**config.mk**
```make
export PLATFORM = sky130hd
export DESIGN_NAME = grid_line_path_walker
export DESIGN_NICKNAME = d
export VERILOG_FILES = /design/src/hw/rtl/glpw_pkg.sv /design/src/hw/rtl/grid_line_path_walker.sv /design/src/hw/rtl/glpw_front.sv /design/src/hw/rtl/glpw_fifo.sv /design/src/hw/rtl/glpw_walker.sv
export SDC_FILE = /design/constraint.sdc
export NUM_CORES = 1
export LEC_CHECK = 0
export ABC_AREA = 1
export BUFFER_PORTS_ARGS = -buffer_cell sky130_fd_sc_hd__buf_2
export CORE_MARGIN = 5
export CORE_UTILIZATION = 35
export CTS_CLUSTER_SIZE = 25
export DETAILED_ROUTE_END_ITERATION = 10
export PLACE_DENSITY = 0.49
export SLEW_MARGIN = 20
export SYNTH_ARGS = -nofsm -noshare
export SYNTH_HDL_FRONTEND = slang
export SYNTH_SLANG_ARGS = --single-unit
```
**constraint.sdc**
```tcl
create_clock -name clk_i -period 7.8 [get_ports clk_i]
set_input_delay 0.39 -clock clk_i [delete_from_list [all_inputs] [get_ports clk_i]]
set_output_delay 0.39 -clock clk_i [all_outputs]
set_load 0.03 [all_outputs]
```
**src/hw/rtl/glpw_pkg.sv**
```systemverilog
// Shared types and constants of the grid line path walker.
package glpw_pkg;

  // Fixed field widths of the stream payload
  localparam int unsigned COORD_W  = 6;
  localparam int unsigned STEP_W   = 5;
  localparam int unsigned HEIGHT_W = 16;

  // Slave tdata layout: start_x, start_z, end_x, end_z, height (40 bits)
  localparam int unsigned IN_TDATA_W  = 40;
  localparam int unsigned IN_SX_LSB   = 0;
  localparam int unsigned IN_SZ_LSB   = 6;
  localparam int unsigned IN_EX_LSB   = 12;
  localparam int unsigned IN_EZ_LSB   = 18;
  localparam int unsigned IN_HT_LSB   = 24;

  // Master tdata layout: point_x, point_z, point_height, zero pad (32 bits)
  localparam int unsigned OUT_TDATA_W = 32;
  localparam int unsigned OUT_PAD_W   = OUT_TDATA_W - 2 * COORD_W - HEIGHT_W;

  // Path command handed from the front end to the walker
  typedef struct packed {
    logic [COORD_W-1:0]  start_x;
    logic [COORD_W-1:0]  start_z;
    logic [STEP_W-1:0]   total_x;
    logic [STEP_W-1:0]   total_z;
    logic                neg_x;
    logic                neg_z;
    logic [HEIGHT_W-1:0] height;
  } cmd_t;

endpackage

```
**src/hw/rtl/grid_line_path_walker.sv**
```systemverilog
// Top level of the grid line path walker.
// The first point of a path passes through the command queue, the walker's path
// registers and the output register. A path of N points (1..63) is loaded when the
// walker is idle; it then emits one point per cycle while the receiver takes them.
// A two-entry command queue lets input beats be taken while a path is walked.
// Reset (rst_ni low, asynchronous) empties the queue and idles the walker.
module grid_line_path_walker #(
  parameter int unsigned COORD_BITS = 6
) (
  input  logic                                 clk_i,
  input  logic                                 rst_ni,
  // tdata: start_x[5:0], start_z[11:6], end_x[17:12], end_z[23:18], height[39:24]
  input  logic                                 s_axis_tvalid,
  output logic                                 s_axis_tready,
  input  logic [glpw_pkg::IN_TDATA_W-1:0]      s_axis_tdata,
  // tdata: point_x[5:0], point_z[11:6], point_height[27:12], zero[31:28]
  output logic                                 m_axis_tvalid,
  input  logic                                 m_axis_tready,
  output logic [glpw_pkg::OUT_TDATA_W-1:0]     m_axis_tdata,
  output logic                                 m_axis_tlast
);

  glpw_pkg::cmd_t                front_cmd, queue_cmd;
  logic                          queue_full, queue_empty, queue_pop;
  logic [glpw_pkg::COORD_W-1:0]  pt_x, pt_z;
  logic [glpw_pkg::HEIGHT_W-1:0] pt_height;

  glpw_front #(
    .COORD_BITS (COORD_BITS)
  ) u_front (
    .in_data_i (s_axis_tdata),
    .cmd_o     (front_cmd)
  );

  glpw_fifo u_fifo (
    .clk_i       (clk_i),
    .rst_ni      (rst_ni),
    .push_i      (s_axis_tvalid),
    .push_data_i (front_cmd),
    .full_o      (queue_full),
    .pop_i       (queue_pop),
    .empty_o     (queue_empty),
    .pop_data_o  (queue_cmd)
  );

  assign s_axis_tready = !queue_full;

  glpw_walker #(
    .COORD_BITS (COORD_BITS)
  ) u_walker (
    .clk_i        (clk_i),
    .rst_ni       (rst_ni),
    .cmd_empty_i  (queue_empty),
    .cmd_i        (queue_cmd),
    .cmd_pop_o    (queue_pop),
    .out_valid_o  (m_axis_tvalid),
    .out_ready_i  (m_axis_tready),
    .out_x_o      (pt_x),
    .out_z_o      (pt_z),
    .out_height_o (pt_height),
    .out_last_o   (m_axis_tlast)
  );

  // Pack the point beat
  assign m_axis_tdata = {{glpw_pkg::OUT_PAD_W{1'b0}}, pt_height, pt_z, pt_x};

endmodule

```
**src/hw/rtl/glpw_front.sv**
```systemverilog
// Front end: snaps the endpoints to the even grid and sizes both axes.
module glpw_front #(
  parameter int unsigned COORD_BITS = 6
) (
  input  logic [glpw_pkg::IN_TDATA_W-1:0] in_data_i,
  output glpw_pkg::cmd_t                  cmd_o
);

  logic [COORD_BITS-1:0] x0, z0, x1, z1;
  logic [COORD_BITS-1:0] dx, dz;
  logic                  fwd_x, fwd_z;

  // Drop bits above COORD_BITS, then clear bit 0
  assign x0 = {in_data_i[glpw_pkg::IN_SX_LSB + 1 +: COORD_BITS - 1], 1'b0};
  assign z0 = {in_data_i[glpw_pkg::IN_SZ_LSB + 1 +: COORD_BITS - 1], 1'b0};
  assign x1 = {in_data_i[glpw_pkg::IN_EX_LSB + 1 +: COORD_BITS - 1], 1'b0};
  assign z1 = {in_data_i[glpw_pkg::IN_EZ_LSB + 1 +: COORD_BITS - 1], 1'b0};

  // Direction and distance per axis; an axis with no movement counts as negative
  assign fwd_x = x1 > x0;
  assign fwd_z = z1 > z0;
  assign dx    = fwd_x ? (x1 - x0) : (x0 - x1);
  assign dz    = fwd_z ? (z1 - z0) : (z0 - z1);

  always_comb begin
    cmd_o         = '0;
    cmd_o.start_x = glpw_pkg::COORD_W'(x0);
    cmd_o.start_z = glpw_pkg::COORD_W'(z0);
    cmd_o.total_x = glpw_pkg::STEP_W'(dx[COORD_BITS-1:1]);
    cmd_o.total_z = glpw_pkg::STEP_W'(dz[COORD_BITS-1:1]);
    cmd_o.neg_x   = ~fwd_x;
    cmd_o.neg_z   = ~fwd_z;
    cmd_o.height  = in_data_i[glpw_pkg::IN_HT_LSB +: glpw_pkg::HEIGHT_W];
  end

endmodule

```
**src/hw/rtl/glpw_fifo.sv**
```systemverilog
// Two-entry command queue between the front end and the walker.
module glpw_fifo (
  input  logic           clk_i,
  input  logic           rst_ni,
  input  logic           push_i,
  input  glpw_pkg::cmd_t push_data_i,
  output logic           full_o,
  input  logic           pop_i,
  output logic           empty_o,
  output glpw_pkg::cmd_t pop_data_o
);

  localparam int unsigned DEPTH = 2;
  localparam int unsigned PTR_W = $clog2(DEPTH);
  localparam int unsigned CNT_W = $clog2(DEPTH + 1);

  glpw_pkg::cmd_t     entry_q [DEPTH];
  logic [PTR_W-1:0]   wr_ptr_q, wr_ptr_d;
  logic [PTR_W-1:0]   rd_ptr_q, rd_ptr_d;
  logic [CNT_W-1:0]   count_q, count_d;
  logic               do_push, do_pop;

  assign full_o     = count_q == CNT_W'(DEPTH);
  assign empty_o    = count_q == '0;
  assign do_push    = push_i && !full_o;
  assign do_pop     = pop_i && !empty_o;
  assign pop_data_o = entry_q[rd_ptr_q];

  // Pointer and fill count update
  always_comb begin
    wr_ptr_d = wr_ptr_q;
    rd_ptr_d = rd_ptr_q;
    count_d  = count_q;
    if (do_push) begin
      wr_ptr_d = (wr_ptr_q == PTR_W'(DEPTH - 1)) ? '0 : wr_ptr_q + 1'b1;
    end
    if (do_pop) begin
      rd_ptr_d = (rd_ptr_q == PTR_W'(DEPTH - 1)) ? '0 : rd_ptr_q + 1'b1;
    end
    if (do_push && !do_pop) begin
      count_d = count_q + 1'b1;
    end else if (do_pop && !do_push) begin
      count_d = count_q - 1'b1;
    end
  end

  always_ff @(posedge clk_i or negedge rst_ni) begin
    if (!rst_ni) begin
      wr_ptr_q <= '0;
      rd_ptr_q <= '0;
      count_q  <= '0;
    end else begin
      wr_ptr_q <= wr_ptr_d;
      rd_ptr_q <= rd_ptr_d;
      count_q  <= count_d;
    end
  end

  // Entry storage, no reset needed
  always_ff @(posedge clk_i) begin
    if (do_push) begin
      entry_q[wr_ptr_q] <= push_data_i;
    end
  end

  // Fill count stays within the queue depth
  assert property (@(posedge clk_i) disable iff (!rst_ni)
    count_q <= CNT_W'(DEPTH))
    else $error("glpw_fifo: fill count above depth");

  // A push offered on a full queue waits, so a pop frees a slot
  assert property (@(posedge clk_i) disable iff (!rst_ni)
    full_o && do_pop && push_i |=> !full_o)
    else $error("glpw_fifo: push taken while full");

  // Pointers are equal exactly when the queue is empty or full
  assert property (@(posedge clk_i) disable iff (!rst_ni)
    (wr_ptr_q == rd_ptr_q) == (empty_o || full_o))
    else $error("glpw_fifo: pointers disagree with fill count");

endmodule

```
**src/hw/rtl/glpw_walker.sv**
```systemverilog
// Back end: walks the 4-connected staircase and emits one point per cycle while the output is taken.
module glpw_walker #(
  parameter int unsigned COORD_BITS = 6
) (
  input  logic                             clk_i,
  input  logic                             rst_ni,
  input  logic                             cmd_empty_i,
  input  glpw_pkg::cmd_t                   cmd_i,
  output logic                             cmd_pop_o,
  output logic                             out_valid_o,
  input  logic                             out_ready_i,
  output logic [glpw_pkg::COORD_W-1:0]     out_x_o,
  output logic [glpw_pkg::COORD_W-1:0]     out_z_o,
  output logic [glpw_pkg::HEIGHT_W-1:0]    out_height_o,
  output logic                             out_last_o
);

  localparam int unsigned MV_W = COORD_BITS - 1;
  // (moved+1)*total stays below 2^(MV_W) * 2^(MV_W)
  localparam int unsigned AW   = 2 * MV_W;

  logic                          active_q, active_d;
  logic [COORD_BITS-1:0]         cur_x_q, cur_x_d, cur_z_q, cur_z_d;
  logic [MV_W-1:0]               moved_x_q, moved_x_d, moved_z_q, moved_z_d;
  logic [MV_W-1:0]               total_x_q, total_z_q;
  logic                          neg_x_q, neg_z_q;
  logic [AW-1:0]                 acc_x_q, acc_x_d, acc_z_q, acc_z_d;
  logic [glpw_pkg::HEIGHT_W-1:0] height_q;
  logic                          out_valid_q, out_valid_d;
  logic [COORD_BITS-1:0]         out_x_q, out_z_q;
  logic [glpw_pkg::HEIGHT_W-1:0] out_height_q;
  logic                          out_last_q;
  logic                          ld, adv, can_x, can_z, done, step_x;

  // Load a new path only when idle; advance when the output slot frees up
  assign ld        = !active_q && !cmd_empty_i;
  assign cmd_pop_o = ld;
  assign adv       = active_q && (!out_valid_q || out_ready_i);

  assign can_x  = moved_x_q != total_x_q;
  assign can_z  = moved_z_q != total_z_q;
  assign done   = !can_x && !can_z;
  // acc_x = (moved_x+1)*total_z, acc_z = (moved_z+1)*total_x, kept by adds
  assign step_x = can_x && (!can_z || (acc_x_q <= acc_z_q));

  // Walk step
  always_comb begin
    active_d  = active_q;
    cur_x_d   = cur_x_q;
    cur_z_d   = cur_z_q;
    moved_x_d = moved_x_q;
    moved_z_d = moved_z_q;
    acc_x_d   = acc_x_q;
    acc_z_d   = acc_z_q;
    if (ld) begin
      active_d  = 1'b1;
      cur_x_d   = cmd_i.start_x[COORD_BITS-1:0];
      cur_z_d   = cmd_i.start_z[COORD_BITS-1:0];
      moved_x_d = '0;
      moved_z_d = '0;
      acc_x_d   = AW'(cmd_i.total_z[MV_W-1:0]);
      acc_z_d   = AW'(cmd_i.total_x[MV_W-1:0]);
    end else if (adv) begin
      if (done) begin
        active_d = 1'b0;
      end else if (step_x) begin
        cur_x_d   = neg_x_q ? cur_x_q - COORD_BITS'(2) : cur_x_q + COORD_BITS'(2);
        moved_x_d = moved_x_q + 1'b1;
        acc_x_d   = acc_x_q + AW'(total_z_q);
      end else begin
        cur_z_d   = neg_z_q ? cur_z_q - COORD_BITS'(2) : cur_z_q + COORD_BITS'(2);
        moved_z_d = moved_z_q + 1'b1;
        acc_z_d   = acc_z_q + AW'(total_x_q);
      end
    end
  end

  // Output slot valid
  always_comb begin
    out_valid_d = out_valid_q;
    if (adv) begin
      out_valid_d = 1'b1;
    end else if (out_ready_i) begin
      out_valid_d = 1'b0;
    end
  end

  always_ff @(posedge clk_i or negedge rst_ni) begin
    if (!rst_ni) begin
      active_q    <= 1'b0;
      out_valid_q <= 1'b0;
    end else begin
      active_q    <= active_d;
      out_valid_q <= out_valid_d;
    end
  end

  // Walk registers
  always_ff @(posedge clk_i) begin
    cur_x_q   <= cur_x_d;
    cur_z_q   <= cur_z_d;
    moved_x_q <= moved_x_d;
    moved_z_q <= moved_z_d;
    acc_x_q   <= acc_x_d;
    acc_z_q   <= acc_z_d;
    if (ld) begin
      total_x_q <= cmd_i.total_x[MV_W-1:0];
      total_z_q <= cmd_i.total_z[MV_W-1:0];
      neg_x_q   <= cmd_i.neg_x;
      neg_z_q   <= cmd_i.neg_z;
      height_q  <= cmd_i.height;
    end
  end

  // Output payload register
  always_ff @(posedge clk_i) begin
    if (adv) begin
      out_x_q      <= cur_x_q;
      out_z_q      <= cur_z_q;
      out_height_q <= height_q;
      out_last_q   <= done;
    end
  end

  assign out_valid_o  = out_valid_q;
  assign out_x_o      = glpw_pkg::COORD_W'(out_x_q);
  assign out_z_o      = glpw_pkg::COORD_W'(out_z_q);
  assign out_height_o = out_height_q;
  assign out_last_o   = out_last_q;

  // Step counts never run past the path length
  assert property (@(posedge clk_i) disable iff (!rst_ni)
    active_q |-> (moved_x_q <= total_x_q) && (moved_z_q <= total_z_q))
    else $error("glpw_walker: step count past total");

  // A loaded path starts at zero steps
  assert property (@(posedge clk_i) disable iff (!rst_ni)
    ld |=> active_q && moved_x_q == '0 && moved_z_q == '0)
    else $error("glpw_walker: path load failed");

  // Emitting the final point ends the walk and flags the beat as last
  assert property (@(posedge clk_i) disable iff (!rst_ni)
    adv && done |=> !active_q && out_valid_q && out_last_q)
    else $error("glpw_walker: final point handling");

endmodule

```
==> flow_summary.ini, run 1 <==
[die]
row_count = 57
io-pin-count = 79
coreArea_sq_mm = 0.0244
die_h_um = 167
die_area_sq_mm = 0.0280
initial_utilization = 0.356
fp.dieW_um = 167

[drt]
drcViolationCount = 0
drt_wl_total_um = 16900
viasPerCell = 4.46
wl_per_cell_um = 13.8
dr.pass1.iters = 5
ant_nets = 0
drt_iter0_markers = 254
vias = 5467

[timing]
finalSetupTns_ns = 0
rsz0062_at_grt = no
maxSlewHeadroom = 0.438
hold_violations = 0
drv_slew = 0
finClkSkew_ns = 0.0131
max_freq_mhz = 348
fin_crit_ns = 2.87
setup_viol = 0
max_slew.worst_pin.slew_ns = 0.842
fin_crit_sh = 0.368

[yosys]
synth_most_common_cell = nand2_1
ys_seq_elements = 177
synth_area_leaders = edfxtp_1 52%, nand2_1 11%, ha_1 6.8%
synth_common_cells = 255 x nand2_1, 151 x edfxtp_1, 85 x inv_1
synth_cells = 821
synth_top_area_frac = 0.522
yosys_warnings = 0
synthArstFlopShare = 0.0339
ys_types = 36
synthFlopType = edfxtp_1
synthesis.area_sq_mm = 0.00868
synth-edff-count = 151
yosys.area.top_type = edfxtp_1
avgSynthCellArea_sq_um = 10.6
ys_seq_area_frac = 0.586

[hold_path]
hold_class = in -> reg

[clock_tree]
htree_levels = 4
cts_root_buffer = clkbuf_16
clock_latency_ns = 0.44
cts_tree = done
cts_hold_buffers = 1
clk_pin_slew_ns = 0.08
postCtsSetupBuffers = 0
cts_sinks = 177
cts-resized-gates = 0
numCtsBuffers = 17
clock_path_buffers = 2

[critical_path]
cp_max_fo = 12
cp_top_family = simple AND/OR/NAND/NOR gates
worst-path-buf-inv = 1
critPathSlowestCell = dfxtp_1
worstSetupPathType = reg -> reg
cp-start-kind = flip-flop
cp.required_ns = 7.87
crit_chain = inv_1 -> ha_1 -> nand2_1 -> nor2_1 -> nand3_1 -> nand3_1 -> nand3_2 -> nand2_2 -> nand2_4 -> nand2_1
worstSetupEndpointType = flip-flop
critical_path_arrival_ns = 2.94
cpPeakStageDelay_ns = 0.44

[placement]
gp_routability_congestion = 0.852
portBuffers = 68
postPlaceCellArea_sq_mm = 0.00935
dp_cells = 1194
hpwl_um = 11800

[global_routing]
grt_max_degree = 76
grt_usage = 0.125
grt_overflow = 0
grt_pass1_vias = 5351
antenna_found_initial = 0
grt_pass1_wl_um = 28000

[final_layout]
diodes = 0
area_delta_synth_final_pct = 14.8
final_area_sq_mm = 0.00996
final_cells = 1227
final_util = 0.408
fillers = 2422
layout-drive-gt1-share = 0.158
fin_nets = 989

[pwr]
power_density_mw_per_mm2 = 433
finalPower_uw = 4310
peakVddDrop_v = 0.000166
leakage_uw = 0.00420

[flow_run]
maxCapViolations = 0

[status]
outcome = finished, final reports clean
-- cell type report --
type	count	area, sq um	share of cell area
clock buffer	17	425	0.0427
clock inverter	15	175	0.0176
inverter	86	323	0.0324
multi-input combinational	533	3150	0.316
sequential	177	5080	0.510
tap	324	405	0.0407
timing repair buffer	75	395	0.0397
-- layout by cell type (no fill, tap or decap), types with 3 or more instances in the layout --
master,synthesis,final
inv_8,0,6
nand2_1,255,255
a21oi_1,34,33
xor2_1,31,31
nor2_4,2,4
a31oi_1,4,4
dfxtp_1,20,20
or2_2,7,7
xnor2_1,10,10
clkbuf_16,0,17
nand3_1,28,28
o21ai_0,26,26
o211ai_1,4,4
nand3_2,11,11
a21oi_2,10,10
fa_1,8,8
buf_2,4,68
buf_4,7,6
nor3_1,4,4
edfxtp_1,151,151
clkinv_8,0,3
conb_1,1,6
dfrtp_1,6,6
nand4_1,20,20
inv_1,85,85
ha_1,47,47
nor2_1,18,16
-- metal layers --
metal / up-vias / share of wire / global-route usage
met4: 0 / 0.010 / 0.0339
met5: - / 0 / 0
met3: 12 / 0.035 / 0.0292
met2: 69 / 0.47 / 0.203
met1: 2511 / 0.48 / 0.168
li1: 2875 / - / -
-- worst paths after layout --
kind,cells after the start,slack [ns],endpoint,start
worst min-delay path,1,0.13,u_fifo.entry_q[0][12],s_axis_tdata[36]
worst max register to register,10,4.93,u_walker.acc_z_q[0],u_walker.acc_z_q[5]
worst min register to register,0,0.42,u_walker.out_height_o[3],u_walker.height_q[3]
min in group asynchronous,2,0.35,u_walker.out_valid_o,rst_ni
max in group asynchronous,2,7.28,u_fifo.rd_ptr_q,rst_ni
worst max-delay path,10,4.93,u_walker.acc_z_q[0],u_walker.acc_z_q[5]
-- state kept, by name (all words and copies together) (netlist names) --
register,count
u_walker.neg_x_q,1
u_walker.out_height_o,16
u_walker.out_last_o,1
u_walker.moved_z_q,5
u_fifo.count_q,2
u_walker.out_valid_o,1
u_walker.active_q,1
u_fifo.entry_q,76
u_fifo.rd_ptr_q,1
u_walker.total_z_q,5
u_fifo.wr_ptr_q,1
u_walker.moved_x_q,5
u_walker.cur_x_q,5
u_walker.height_q,16
u_walker.total_x_q,5
u_walker.out_x_o,5
u_walker.neg_z_q,1
u_walker.cur_z_q,5
u_walker.acc_x_q,10
u_walker.out_z_o,5
u_walker.acc_z_q,10
-- worst reg2reg max path, delay by kind of cell, from the launching register on --
kind	cells	cell delay [ns]
buffers and inverters	1	0.10
adders and majority gates	1	0.31
DFF	1	0.44
and+or+nand+nor	8	1.66
-- stage by stage --
step	hold slack, ns	setup WS (ns)
floorplan	0.0944	4.94
global placement	0.236	4.86
detailed placement	0.238	4.88
CTS	0.115	4.85
global route	0.111	4.57
finish	0.132	4.93
-- cell families after synthesis --
logic type,after synthesis,share of synthesized area
and+or+nand+nor,349,0.176
other,1,0.000432
AOI/OAI and AO/OA,82,0.0539
adders and majority gates,55,0.0862
DFF,177,0.586
buffers and inverters,116,0.0562
xor gates and xnor gates,41,0.0414
-- report_power, final --
group / switching [uW] / internal [uW] / total (uW) / leakage, uW
logic: 1240 / 523 / 1770 / 0.00224
clock network: 416 / 436 / 852 / 0.000291
registers: 156 / 1530 / 1690 / 0.00166
(Power assumes the default switching activity.)
==> inputs of run 2 (changes only) <==
--- a/config.mk
+++ b/config.mk
@@ -11,7 +11,7 @@
 export CORE_UTILIZATION = 35
 export CTS_CLUSTER_SIZE = 25
 export DETAILED_ROUTE_END_ITERATION = 10
-export PLACE_DENSITY = 0.49
+export PLACE_DENSITY = 0.51
 export SLEW_MARGIN = 20
 export SYNTH_ARGS = -nofsm -noshare
 export SYNTH_HDL_FRONTEND = slang
==> constraint.sdc (replaced) <==
create_clock -name clk_i -period 2.33 [get_ports clk_i]
set_input_delay 0.1165 -clock clk_i [delete_from_list [all_inputs] [get_ports clk_i]]
set_output_delay 0.1165 -clock clk_i [all_outputs]
set_load 0.03 [all_outputs]
==> flow_summary.ini, run 2 (synthesis results as in run 1) <==
[status]
outcome = finished, final reports clean

[critical_path]
cp.required_ns = 2.45
startpoint = u_walker.acc_z_q[7]
r2r-start = u_walker.acc_z_q[7]
critPathSlowestCell = dfxtp_1
r2r_cells = 11
crit_chain = inv_1 -> ha_1 -> nand2_1 -> nor2_1 -> nand3_1 -> nand3_1 -> nand3_2 -> nand2_2 -> nand2_4 -> nand2_1 -> buf_4
critical_path_arrival_ns = 2.14
reg2reg_slack_ns = 0.32
worstSetupEndpointType = flip-flop
rr_endpoint = u_walker.acc_z_q[1]
cp-start-kind = flip-flop
cpPeakStageDelay_ns = 0.41
worstSetupPathType = reg -> reg
cp_max_fo = 10

[pwr]
power_density_mw_per_mm2 = 1440
leakage_uw = 0.00440
finalPower_uw = 14900
intPower_uw = 8740
switchingPower_uw = 6190
peakVddDrop_v = 0.000718
swShare = 0.415
power_frac_clock = 0.191
seqPwrFrac = 0.377
pwr-share-comb = 0.432

[timing]
fin_crit_ns = 2.01
fin_crit_sh = 0.865
finalSetupTns_ns = 0
drv_slew = 0
finClkSkew_ns = 0.0119
rsz0062_at_grt = no
hold_violations = 0
setup_viol = 0
max_freq_mhz = 496

[drt]
wl_per_cell_um = 13.4
viasPerCell = 4.47
vias = 5674
drcViolationCount = 0
ant_nets = 0
drt_iter0_markers = 265
drt_wl_total_um = 17100
dr.pass1.iters = 4

[clock_tree]
cts_tree = done
postCtsSetupBuffers = 0
cts-resized-gates = 0
clock_path_buffers = 2
cts_root_buffer = clkbuf_16
numCtsBuffers = 17
clk_pin_slew_ns = 0.08
htree_levels = 4
cts_sinks = 177
clock_latency_ns = 0.42

[final_layout]
final_cells = 1269
fin_nets = 1031
layout_common_cells = 255 x nand2_1, 151 x edfxtp_1, 85 x inv_1
area_delta_synth_final_pct = 19.9
layout-drive-gt1-share = 0.166
diodes = 0
layout_commonest_cell = nand2_1
largest_reg_flops = 76
largest_register = u_fifo.entry_q

[die]
coreArea_sq_mm = 0.0244
die_area_sq_mm = 0.0280
die_h_um = 167
fp.dieW_um = 167
initial_utilization = 0.356
row_count = 57
io-pin-count = 79

[placement]
portBuffers = 68
hpwl_um = 12200
dp_cells = 1209
gp_routability_congestion = 0.828

[global_routing]
antenna_found_initial = 0
grt_usage = 0.127
grt_max_degree = 87
grt_overflow = 0
grt_pass1_vias = 5639
grt_pass1_wl_um = 28800

[flow_run]
maxCapViolations = 0

[hold_path]
hold_class = in -> async
## run 2: cell count changes in the layout (fill, tap and decap cells not counted), sizes merged
cell,previous run,this run
dlygate4sd3,1,28
clkinvlp,1,0
buf,74,89
inv,94,93
clkinv,6,8
## run 2: area by class of cell
class / instances / area (sq um)
Tap cell: 324 / 405
Sequential cell: 177 / 5080
Fill cell: 2368 / 14000
Inverter: 86 / 323
Clock buffer: 17 / 425
Timing Repair Buffer: 117 / 828
Clock inverter: 15 / 184
Multi-Input combinational cell: 533 / 3150
## run 2: worst max-delay path: cells and delay by family, from the launching register on
| family | cells | cell delay, ns |
|---|---|---|
| AND/OR/NAND/NOR | 8 | 0.71 |
| buffers and inverters | 2 | 0.29 |
| adder cells (fa/ha/maj) | 1 | 0.30 |
| flip-flops | 1 | 0.41 |
## run 2: metal layers
metal  up-vias  track usage  share of wire
li1       2959            -              -
met1      2639        0.170           0.48
met2        70        0.213           0.49
met3         6       0.0212          0.026
met4         0       0.0371         0.0079
met5         -            0              0
## run 2: worst max-delay path by stage
stage / endpoint / slack, ns / cells after the start
6_report: u_walker.acc_z_q[1] / 0.32 / 11
2_1_floorplan: u_fifo.entry_q[1][0] / 0.08 / 4
5_1_grt: u_fifo.entry_q[0][19] / 0.06 / 10
4_1_cts: u_walker.acc_z_q[8] / 0.29 / 12
3_5_place_dp: u_walker.cur_z_q[1] / 0.32 / 11
3_3_place_gp: u_walker.acc_z_q[4] / 0.33 / 11
## run 2: through the flow
step	worst slack (ns)	utilization	area [sq um]	hold WS, ns
2_1_floorplan	0.0785	-	8700	-0.179
3_3_place_gp	0.334	0.390	9510	-0.0424
3_5_place_dp	0.316	0.390	9510	-0.0420
4_1_cts	0.291	0.426	10400	0.0672
5_1_grt	0.0601	0.426	10400	0.0872
6_report	0.315	0.426	10400	0.0748
## run 2: power by group through the flow
| stage | Sequential (uW) | Clock, uW | Combinational (uW) |
|---|---|---|---|
| 2_1_floorplan | 6060 | 0 | 4130 |
| 3_3_place_gp | 5700 | 0 | 6490 |
| 3_5_place_dp | 5720 | 0 | 6510 |
| 4_1_cts | 5660 | 2920 | 6580 |
| 5_1_grt | 5760 | 3080 | 7340 |
| 6_report | 5630 | 2850 | 6450 |
## run 2: timing repair
action / CTS / global route
setup endpoints to repair: 0 / 0
hold endpoints to repair: 59 / 0
hold buffers: 28 / 0
==> inputs of run 3 (changes only) <==
--- a/config.mk
+++ b/config.mk
@@ -7,7 +7,6 @@
 export LEC_CHECK = 0
 export ABC_AREA = 1
 export BUFFER_PORTS_ARGS = -buffer_cell sky130_fd_sc_hd__buf_2
-export CORE_MARGIN = 5
 export CORE_UTILIZATION = 35
 export CTS_CLUSTER_SIZE = 25
 export DETAILED_ROUTE_END_ITERATION = 10
==> flow_summary.ini, run 3 (synthesis results as in run 1) <==
[critical_path]
critical_path_arrival_ns = 2.31
r2r-start = u_walker.acc_z_q[7]
worstSetupPathType = in -> reg
startpoint = s_axis_tdata[9]
worstSetupEndpointType = flip-flop
cp.required_ns = 2.55
cp-start-kind = primary input
cp_max_fo = 9

[final_layout]
layout-drive-gt1-share = 0.165
layout_common_cells = 255 x nand2_1, 151 x edfxtp_1, 85 x inv_1
largest_reg_flops = 76
area_delta_synth_final_pct = 19.8
largest_register = u_fifo.entry_q
diodes = 0
fillers = 2306
fin_nets = 1029
layout_commonest_cell = nand2_1
final_cells = 1267

[clock_tree]
numCtsBuffers = 17
clk_pin_slew_ns = 0.07
clock_latency_ns = 0.43
cts_hold_buffers = 28
cts_sinks = 177
cts_root_buffer = clkbuf_16
postCtsSetupBuffers = 0
cts-resized-gates = 0
htree_levels = 4
cts_tree = done
clock_path_buffers = 2

[timing]
fin_crit_ns = 2.09
finalSetupTns_ns = 0
fin_crit_sh = 0.897
max_slew.worst_pin.slew_ns = 0.615
max_freq_mhz = 479
maxSlewHeadroom = 0.589
drv_slew = 0
hold_violations = 0
timing.hold.ws_ns = 0.0526
fin_ws_ns = 0.241
rsz0062_at_grt = no
finClkSkew_ns = 0.0121
setup_viol = 0

[placement]
dp_cells = 1207
gp_routability_congestion = 0.821
hpwl_um = 11800
portBuffers = 68
dp_slack_ns = 0.295

[drt]
drt_wl_total_um = 17300
ant_nets = 0
vias = 5670
viasPerCell = 4.48
drt_iter0_markers = 283
wl_per_cell_um = 13.6
drcViolationCount = 0
dr.pass1.iters = 4

[die]
io-pin-count = 79
initial_utilization = 0.357
coreArea_sq_mm = 0.0243
die_h_um = 159
die_area_sq_mm = 0.0254
fp.dieW_um = 159
row_count = 57

[pwr]
power_density_mw_per_mm2 = 1450
leakage_uw = 0.00440
peakVddDrop_v = 0.000668
finalPower_uw = 15100

[global_routing]
grt_pass1_wl_um = 28300
grt_pass1_vias = 5491
grt_max_degree = 74
grt_usage = 0.143
antenna_found_initial = 0
grt_overflow = 0

[flow_run]
maxCapViolations = 0

[hold_path]
hold_class = in -> async

[status]
outcome = finished, final reports clean
==> run 3: cell count changes in the layout (fill, tap and decap cells not counted), moves of 2 or more <==
cell	before	now
clkinv_8	5	3
inv_6	4	2
inv_8	2	6
buf_4	17	15
==> run 3: routing by layer <==
metal,part of all wire,GRT usage,up-vias
met5,0,0,-
met4,0.0075,0.0411,0
met3,0.024,0.0287,9
met2,0.48,0.240,68
met1,0.48,0.185,2640
li1,-,-,2953
==> run 3: through the flow <==
step,cell area (sq um),util
floorplan,8700,-
global placement,9500,0.391
detailed placement,9500,0.391
CTS,10400,0.428
global route,10400,0.428
finish,10400,0.428
==> run 3: worst paths after layout <==
| check | end | slack (ns) | depth (start not counted) |
|---|---|---|---|
| min in group clk_i | u_fifo.entry_q[0][23] | 0.13 | 3 |
| min | u_walker.out_valid_o | 0.05 | 2 |
| max | u_fifo.entry_q[1][20] | 0.24 | 10 |
| max in group asynchronous | u_fifo.rd_ptr_q | 2.12 | 2 |
| max reg2reg | u_walker.cur_z_q[3] | 0.28 | 11 |
| min reg2reg | u_walker.out_height_o[4] | 0.42 | 0 |
==> run 3: layout make-up <==
| type | count | area (sq um) | share of cell area |
|---|---|---|---|
| flip-flops and latches | 177 | 5080 | 0.489 |
| inverters | 86 | 323 | 0.0310 |
| well taps | 324 | 405 | 0.0390 |
| clock inverters | 15 | 198 | 0.0190 |
| repair buffers | 115 | 813 | 0.0782 |
| multi-input cells | 533 | 3150 | 0.303 |
| clock buffers | 17 | 425 | 0.0409 |
==> run 3: worst max-delay path, stage by stage <==
cell and delay, ns:
dlygate4sd3_1 0.52, buf_2 0.14, inv_1 0.05, ha_1 0.40, nand2_1 0.10, o21ai_1 0.22
a21oi_1 0.10, o21bai_1 0.13, nand2_1 0.18, o21ai_0 0.34
==> run 3: where the power goes <==
group          leakage, uW  switching (uW)  internal [uW]  total (uW)
Clock             0.000305            1410           1570        2980
Sequential         0.00166             501           5120        5620
Combinational      0.00243            4340           2140        6480
Total              0.00440            6250           8830       15100
